**config.mk**
```make
export PLATFORM = sky130hd
export DESIGN_NAME = bba_ram
export DESIGN_NICKNAME = d
export VERILOG_FILES = /design/src/bba_ram.sv
export SDC_FILE = /design/constraint.sdc
export NUM_CORES = 1
export LEC_CHECK = 0
export BUFFER_PORTS_ARGS = -buffer_cell sky130_fd_sc_hd__buf_2
export CAP_MARGIN = 15
export CELL_PAD_IN_SITES_DETAIL_PLACEMENT = 1
export CELL_PAD_IN_SITES_GLOBAL_PLACEMENT = 1
export CORE_MARGIN = 2
export CORE_UTILIZATION = 53
export CTS_CLUSTER_SIZE = 12
export DETAILED_ROUTE_END_ITERATION = 12
export GPL_TIMING_DRIVEN = 1
export PLACE_DENSITY = 0.89
export SYNTH_ARGS = -nofsm -noshare
export SYNTH_HDL_FRONTEND = slang
export SYNTH_SLANG_ARGS = --single-unit
export TNS_END_PERCENT = 30
```
**constraint.sdc**
```tcl
create_clock -name clk_i -period 2.5 [get_ports clk_i]
set_input_delay 0.5 -clock clk_i [delete_from_list [all_inputs] [get_ports clk_i]]
set_output_delay 0.5 -clock clk_i [all_outputs]
set_load 0.01 [all_outputs]
```
**src/bba_ram.sv**
```systemverilog
// ----------------------------------------------------------------------------
// bba_ram: generic synchronous RAM
// One write port and one read port; read data registered.
// ----------------------------------------------------------------------------
module bba_ram #(
  parameter int unsigned WIDTH = 8,
  parameter int unsigned DEPTH = 16
) (
  input  logic                     clk_i,
  input  logic                     we_i,
  input  logic [$clog2(DEPTH)-1:0] waddr_i,
  input  logic [WIDTH-1:0]         wdata_i,
  input  logic [$clog2(DEPTH)-1:0] raddr_i,
  output logic [WIDTH-1:0]         rdata_o
);

  logic [WIDTH-1:0] mem_q [DEPTH];

  // write and registered read
  always_ff @(posedge clk_i) begin
    if (we_i) begin
      mem_q[waddr_i] <= wdata_i;
    end
    rdata_o <= mem_q[raddr_i];
  end

endmodule

```
==> results.cfg, run 1 <==
[worst_hold_path]
min_from = wdata_i[6]
hp-class = input pin to flop

[finish]
nets = 300
drive_gt1_share_pct = 31.9
layout.cells.most_common_list = 128 x edfxtp_1, 25 x buf_2, 18 x mux4_2, 18 x buf_4
area_delta_synth_final_pct = 18.5
fillers = 773
layout_commonest_cell = edfxtp_1

[floorplanning]
initial_core_util_pct = 55.2
core_um2 = 9330
row_count = 35
die_h_um = 103
pin_count = 26
die_area_um2 = 10500
die_w_um = 103

[grt]
grt_pass1_vias = 2792
gr-total-overflow = 0
grt_pass1_wl_mm = 18.1
grt_start_max_net_pins = 33
antenna_found_initial = 1
grt_use_total_pct = 26.4

[clock_network]
cts-root-buf = clkbuf_8
postCtsSetupRepairBufs = 0
clock_path_buffers = 2
clock_latency_ps = 520
clk_pin_slew_ps = 60
htree_levels = 4
cts.repair.resized = 0
cts_hold_buf = 0
clkSinkCount = 136
cts_tree = yes
numCtsBuffers = 17

[run]
maxCapViolCount = 0

[pwr]
clkPwrFrac_pct = 47.1
p_comb_share_pct = 4.7
switchingPower_mw = 1.16
finalPower_mw = 5.33
switching_share_pct = 21.7
powerDensity_nw_per_um2 = 874
pwr-share-seq_pct = 48.2
ir_worst_vdd_mv = 0.402
p_int_mw = 4.17
leakage_nw = 2.07

[route]
viasPerCell = 6.06
num_vias = 2574
drtIter0Drc = 152
firstDrtPassIters = 4
wl_per_cell_um = 29.8
drtAntennaViolNets = 0
drcViolationCount = 0
wl_mm = 12.7

[placed_design]
gp_routability_congestion = 0.763
portBuffers = 25
hpwl_mm = 7.31

[sta]
worst_slew_pin_slew_ps = 860
rsz0062_at_grt = no
maxSlewHeadroom_pct = 42.5
skew_ps = 11.4
setup_viol = 0
period_share_pct = 61.1
finalHoldViolCount = 0
fin_tns_setup_ps = 0
fmax_mhz = 655
holdWs_ps = 365
layout_min_cycle_time_ps = 1530
slew_viol_final = 0

[logic_synthesis]
syn_avg_cell_area_um2 = 22.5
synth_area_um2 = 5150
syn_inst = 229
synth_top_area_share_pct = 74.7
ys_seq_area_share_pct = 77.8
syn_nets = 247
yosysUniqueCellTypes = 19
synth_top_cells_by_area = edfxtp_1 75%, mux4_2 7.9%, mux4_1 7.1%
yosys_warnings = 0
synth-seq-cells = 136
synth_top_area_cell = edfxtp_1

[critical_path]
end_kind = flop
crit_path_start = raddr_i[0]
worstSetupPathType = input pin to flop
cp_max_fo = 32
crit-reg2reg-launch = mem_q[10][4]$_DFFE_PP_
cp-start-kind = input pin
cp.required_ps = 2880
cp_data_arrival_time_ps = 1910

[status]
outcome = finished, final reports clean
[critical path, cell delays in order]
cell	delay, ps
buf_2	100
buf_12	250
mux4_1	610
a22oi_1	330
nand2_1	100
[power by group through the flow]
| stage | clock (mW) | combinational [mW] | sequential (mW) |
|---|---|---|---|
| detailed placement | 0 | 0.247 | 2.61 |
| finish | 2.51 | 0.250 | 2.57 |
| global placement | 0 | 0.231 | 2.61 |
| floorplan | 0 | 0.129 | 2.61 |
| CTS | 2.54 | 0.253 | 2.57 |
| global route | 2.61 | 0.268 | 2.57 |
[cells in the mapped netlist]
cell             instances
a22oi_1                 16
and2_1                   1
and2b_1                  1
buf_2                    3
buf_4                    1
buf_6                    3
clkdlybuf4s25_2          3
dfxtp_1                  8
edfxtp_1               128
mux4_1                  14
mux4_2                  18
nand2_1                  9
nand2b_1                 2
nand3_1                  1
nand3b_1                 2
nor2_1                  13
nor2b_1                  1
nor3_1                   4
or3b_2                   1
[worst paths after layout]
check / end / slack (ps) / cells after the start
hold reg to reg: rdata_o[2]$_DFF_P_ / 700 / 3
setup reg to reg: rdata_o[4]$_DFF_P_ / 1030 / 3
setup / recovery: rdata_o[4]$_DFF_P_ / 970 / 5
hold / removal: mem_q[9][6]$_DFFE_PP_ / 370 / 1
[layer usage]
layer	up-vias	routed length [um]	track usage, %
met5	-	0	0
met4	0	335	13.3
met3	26	775	5.08
met2	130	6620	43.7
met1	1338	4940	33.8
li1	1080	-	-
[flip-flops by register name, indices dropped and copies added, names as in the netlist]
register	cells
mem_q	128
rdata_o	8
[cell families (layout without fill, tap and decap cells)]
| logic type | count (synthesis) | in the layout | share of synthesized area (%) |
|---|---|---|---|
| mux | 32 | 32 | 15.0 |
| other cells | 0 | 1 | 0 |
| buf+inv | 10 | 76 | 1.68 |
| simple gates | 35 | 35 | 3.18 |
| flops | 136 | 136 | 77.8 |
| compound gates | 16 | 16 | 2.33 |
[per-stage QoR]
| step | instance area (um^2) | worst slack (ps) | cells | utilization, % |
|---|---|---|---|---|
| 2_1_floorplan | 5150 | 507 | 229 | - |
| 3_3_place_gp | 5500 | 502 | 392 | 59.0 |
| 3_5_place_dp | 5500 | 478 | 392 | 59.0 |
| 4_1_cts | 6100 | 959 | 424 | 65.4 |
| 5_1_grt | 6100 | 935 | 425 | 65.4 |
| 6_report | 6100 | 972 | 425 | 65.4 |
[area by class of cell]
| cell class | count | area (um^2) | share of cell area, % |
|---|---|---|---|
| sequential | 136 | 4000 | 65.7 |
| multi-input combinational | 83 | 1060 | 17.3 |
| clock buffer | 18 | 418 | 6.85 |
| timing repair buffer | 44 | 280 | 4.60 |
| clock inverter | 14 | 175 | 2.87 |
| tap | 129 | 161 | 2.65 |
| antenna | 1 | 2.50 | 0.0410 |
No activity file was read; power rests on OpenSTA's default activity.
==> run 2, diff against run 1 <==
--- a/config.mk
+++ b/config.mk
@@ -5,16 +5,17 @@
 export SDC_FILE = /design/constraint.sdc
 export NUM_CORES = 1
 export LEC_CHECK = 0
+export ABC_AREA = 1
 export BUFFER_PORTS_ARGS = -buffer_cell sky130_fd_sc_hd__buf_2
 export CAP_MARGIN = 15
 export CELL_PAD_IN_SITES_DETAIL_PLACEMENT = 1
 export CELL_PAD_IN_SITES_GLOBAL_PLACEMENT = 1
 export CORE_MARGIN = 2
-export CORE_UTILIZATION = 53
+export CORE_UTILIZATION = 44
 export CTS_CLUSTER_SIZE = 12
 export DETAILED_ROUTE_END_ITERATION = 12
 export GPL_TIMING_DRIVEN = 1
-export PLACE_DENSITY = 0.89
+export PLACE_DENSITY = 0.86
 export SYNTH_ARGS = -nofsm -noshare
 export SYNTH_HDL_FRONTEND = slang
 export SYNTH_SLANG_ARGS = --single-unit
==> constraint.sdc (replaced) <==
create_clock -name clk_i -period 1.3 [get_ports clk_i]
set_input_delay 0.26 -clock clk_i [delete_from_list [all_inputs] [get_ports clk_i]]
set_output_delay 0.26 -clock clk_i [all_outputs]
set_load 0.01 [all_outputs]
==> run 2 against run 1 <==
Routed wire length is 24% higher. Utilization decreased by 12 points. Final area rose by 11%. Critical endpoint is now rdata_o[4].
==> results.cfg, run 2 <==
[status]
outcome = finished, final reports clean

[sta]
fin_ws_ps = 81.9
rsz0062_at_grt = no
worst_slew_pin_slew_ps = 365
layout_min_cycle_time_ps = 1220
fmax_mhz = 821
period_share_pct = 93.7
slew_viol_final = 0
fin_tns_setup_ps = 0
holdWs_ps = 231
setup_viol = 0
finalHoldViolCount = 0
skew_ps = 8.57
maxSlewHeadroom_pct = 75.7

[logic_synthesis]
synth_flop_cell = edfxtp_1
synth_async_sr_flop_share_pct = 0
synth_edf_count = 128
synth_top_area_cell = edfxtp_1
synth_most_common_cell = nand2_1
synth_top_area_share_pct = 66.7
synth_fa_ha_area_share_pct = 0
synthMuxAreaShare_pct = 0
synth_compound_area_share_pct = 0
synthSimpleGateAreaFrac_pct = 21.0
synth_top_cells_by_area = edfxtp_1 67%, nand2_1 11%, nand3_1 8.4%
synth-seq-cells = 136
syn_nets = 569
ys_seq_area_share_pct = 69.4
synth_top_family_by_area = simple AND/OR/NAND/NOR gates
synth_xor_area_share_pct = 0
synthTopCellsByCount = 173 x nand2_1, 128 x edfxtp_1, 100 x inv_1
yosys_warnings = 0
syn_avg_cell_area_um2 = 10.5
synth_area_um2 = 5770
syn_inst = 551
yosysUniqueCellTypes = 12

[floorplanning]
core_um2 = 12700
pin_count = 26
initial_core_util_pct = 45.3
die_area_um2 = 14000
die_w_um = 118
row_count = 41
die_h_um = 118

[finish]
nets = 622
area_delta_synth_final_pct = 16.9
final_cell_count_no_fill = 789
fillers = 1432
max_flop_register = mem_q
largestRegisters = mem_q (128), rdata_o (8)
layout_commonest_cell = nand2_1
largest_reg_flops = 128
diodes = 0
layout.cells.most_common_list = 173 x nand2_1, 128 x edfxtp_1, 100 x inv_1, 97 x nand3_1, 30 x buf_4
drive_gt1_share_pct = 13.6

[worst_hold_path]
min_from = wdata_i[4]
hold_depth = 1
hp-class = input pin to flop
min_to = mem_q[2][4]$_DFFE_PP_

[route]
viasPerCell = 5.16
drtAntennaViolNets = 0
drtIter0Drc = 340
wl_mm = 15.7
drcViolationCount = 0
num_vias = 4069
firstDrtPassIters = 4
wl_per_cell_um = 19.9

[critical_path]
crit_buf_inv = 1
r2r-end = rdata_o[1]$_DFF_P_
cp_top_family = flip-flops
cp_data_arrival_time_ps = 960
cp_cell_sequence = buf_2
worstSetupPathType = flop to primary output
cp_max_fo = 1
crit-reg2reg-launch = mem_q[5][1]$_DFFE_PP_
r2r_slack_ps = 230
cpMaxStageDelayCell = dfxtp_1
cp-start-kind = flop
r2r_cells = 6
cp.required_ps = 1040
cp_slowest_stage_delay_ps = 380
end_kind = primary output

[clock_network]
postCtsSetupRepairBufs = 0
clock_latency_ps = 430
cts-root-buf = clkbuf_16
htree_levels = 4
clk_pin_slew_ps = 60
clkSinkCount = 136
cts.repair.resized = 0
cts_tree = yes
cts_hold_buf = 0
clock_path_buffers = 2
numCtsBuffers = 17

[grt]
grt_start_max_net_pins = 42
grt_pass1_vias = 4474
antenna_found_initial = 1
gr-total-overflow = 0
grt_use_total_pct = 23.6
grt_pass1_wl_mm = 24.6

[pwr]
ir_worst_vdd_mv = 1.07
powerDensity_nw_per_um2 = 1470
leakage_nw = 2.95

[run]
maxCapViolCount = 0

[placed_design]
placedCellCount = 757
hpwl_mm = 10.1
place_ws_ps = -56.8
gp_routability_congestion = 0.816
portBuffers = 25
-- run 2: cell types whose count changed after synthesis, sizes merged, moves of 3 or more --
cell           before  now
nand3               1   97
nor2               13   17
buf                 7   24
clkdlybuf4s25       3    0
nor3                4    0
inv                 0  102
nand2               9  173
a22oi              16    0
mux4               32    0
-- run 2: how the worst max path moves through the flow --
stage | startpoint | endpoint | cells past startpoint
floorplan | waddr_i[3] | mem_q[4][0]$_DFFE_PP_ | 2
global placement | raddr_i[0] | rdata_o[3]$_DFF_P_ | 7
detailed placement | raddr_i[0] | rdata_o[3]$_DFF_P_ | 7
CTS | rdata_o[4]$_DFF_P_ | rdata_o[4] | 1
global route | rdata_o[4]$_DFF_P_ | rdata_o[4] | 1
finish | rdata_o[4]$_DFF_P_ | rdata_o[4] | 1
-- run 2: logic make-up (layout without fill, tap and decap cells) --
logic type / after synthesis / after routing
buffers and inverters: 126 / 192
DFF: 136 / 136
and+or+nand+nor: 289 / 289
-- run 2: layout make-up --
cell class,instances,area (um^2),area share [%]
Sequential cell,136,4000,59.4
Multi-Input combinational cell,289,1210,18.0
Clock buffer,17,425,6.31
Timing Repair Buffer,58,410,6.09
Inverter,102,383,5.68
Tap cell,172,215,3.19
Clock inverter,15,92.6,1.37
-- run 2: metrics by stage --
step,util (%),total power [mW],instance area [um^2]
after global routing,53.0,10.2,6740
after global placement,48.9,5.63,6230
final,53.0,9.90,6740
after detailed placement,48.9,5.68,6230
after floorplan,-,5.38,5770
after CTS,53.0,9.96,6740
-- run 2: layer usage --
metal	wire length, um	vias up	global-route usage [%]	part of all wire (%)
li1	-	1880	-	-
met1	6300	2000	28.5	40
met2	7960	147	39.6	51
met3	867	42	6.23	5.5
met4	558	0	11.1	3.6
met5	0	-	0	0
-- run 2: report_power, final --
group,total [mW],internal (mW),switching [mW],leakage [nW]
logic,0.667,0.205,0.462,1.47
registers,4.94,4.90,0.0346,1.22
clock network,4.30,2.55,1.75,0.256
total,9.90,7.66,2.25,2.95
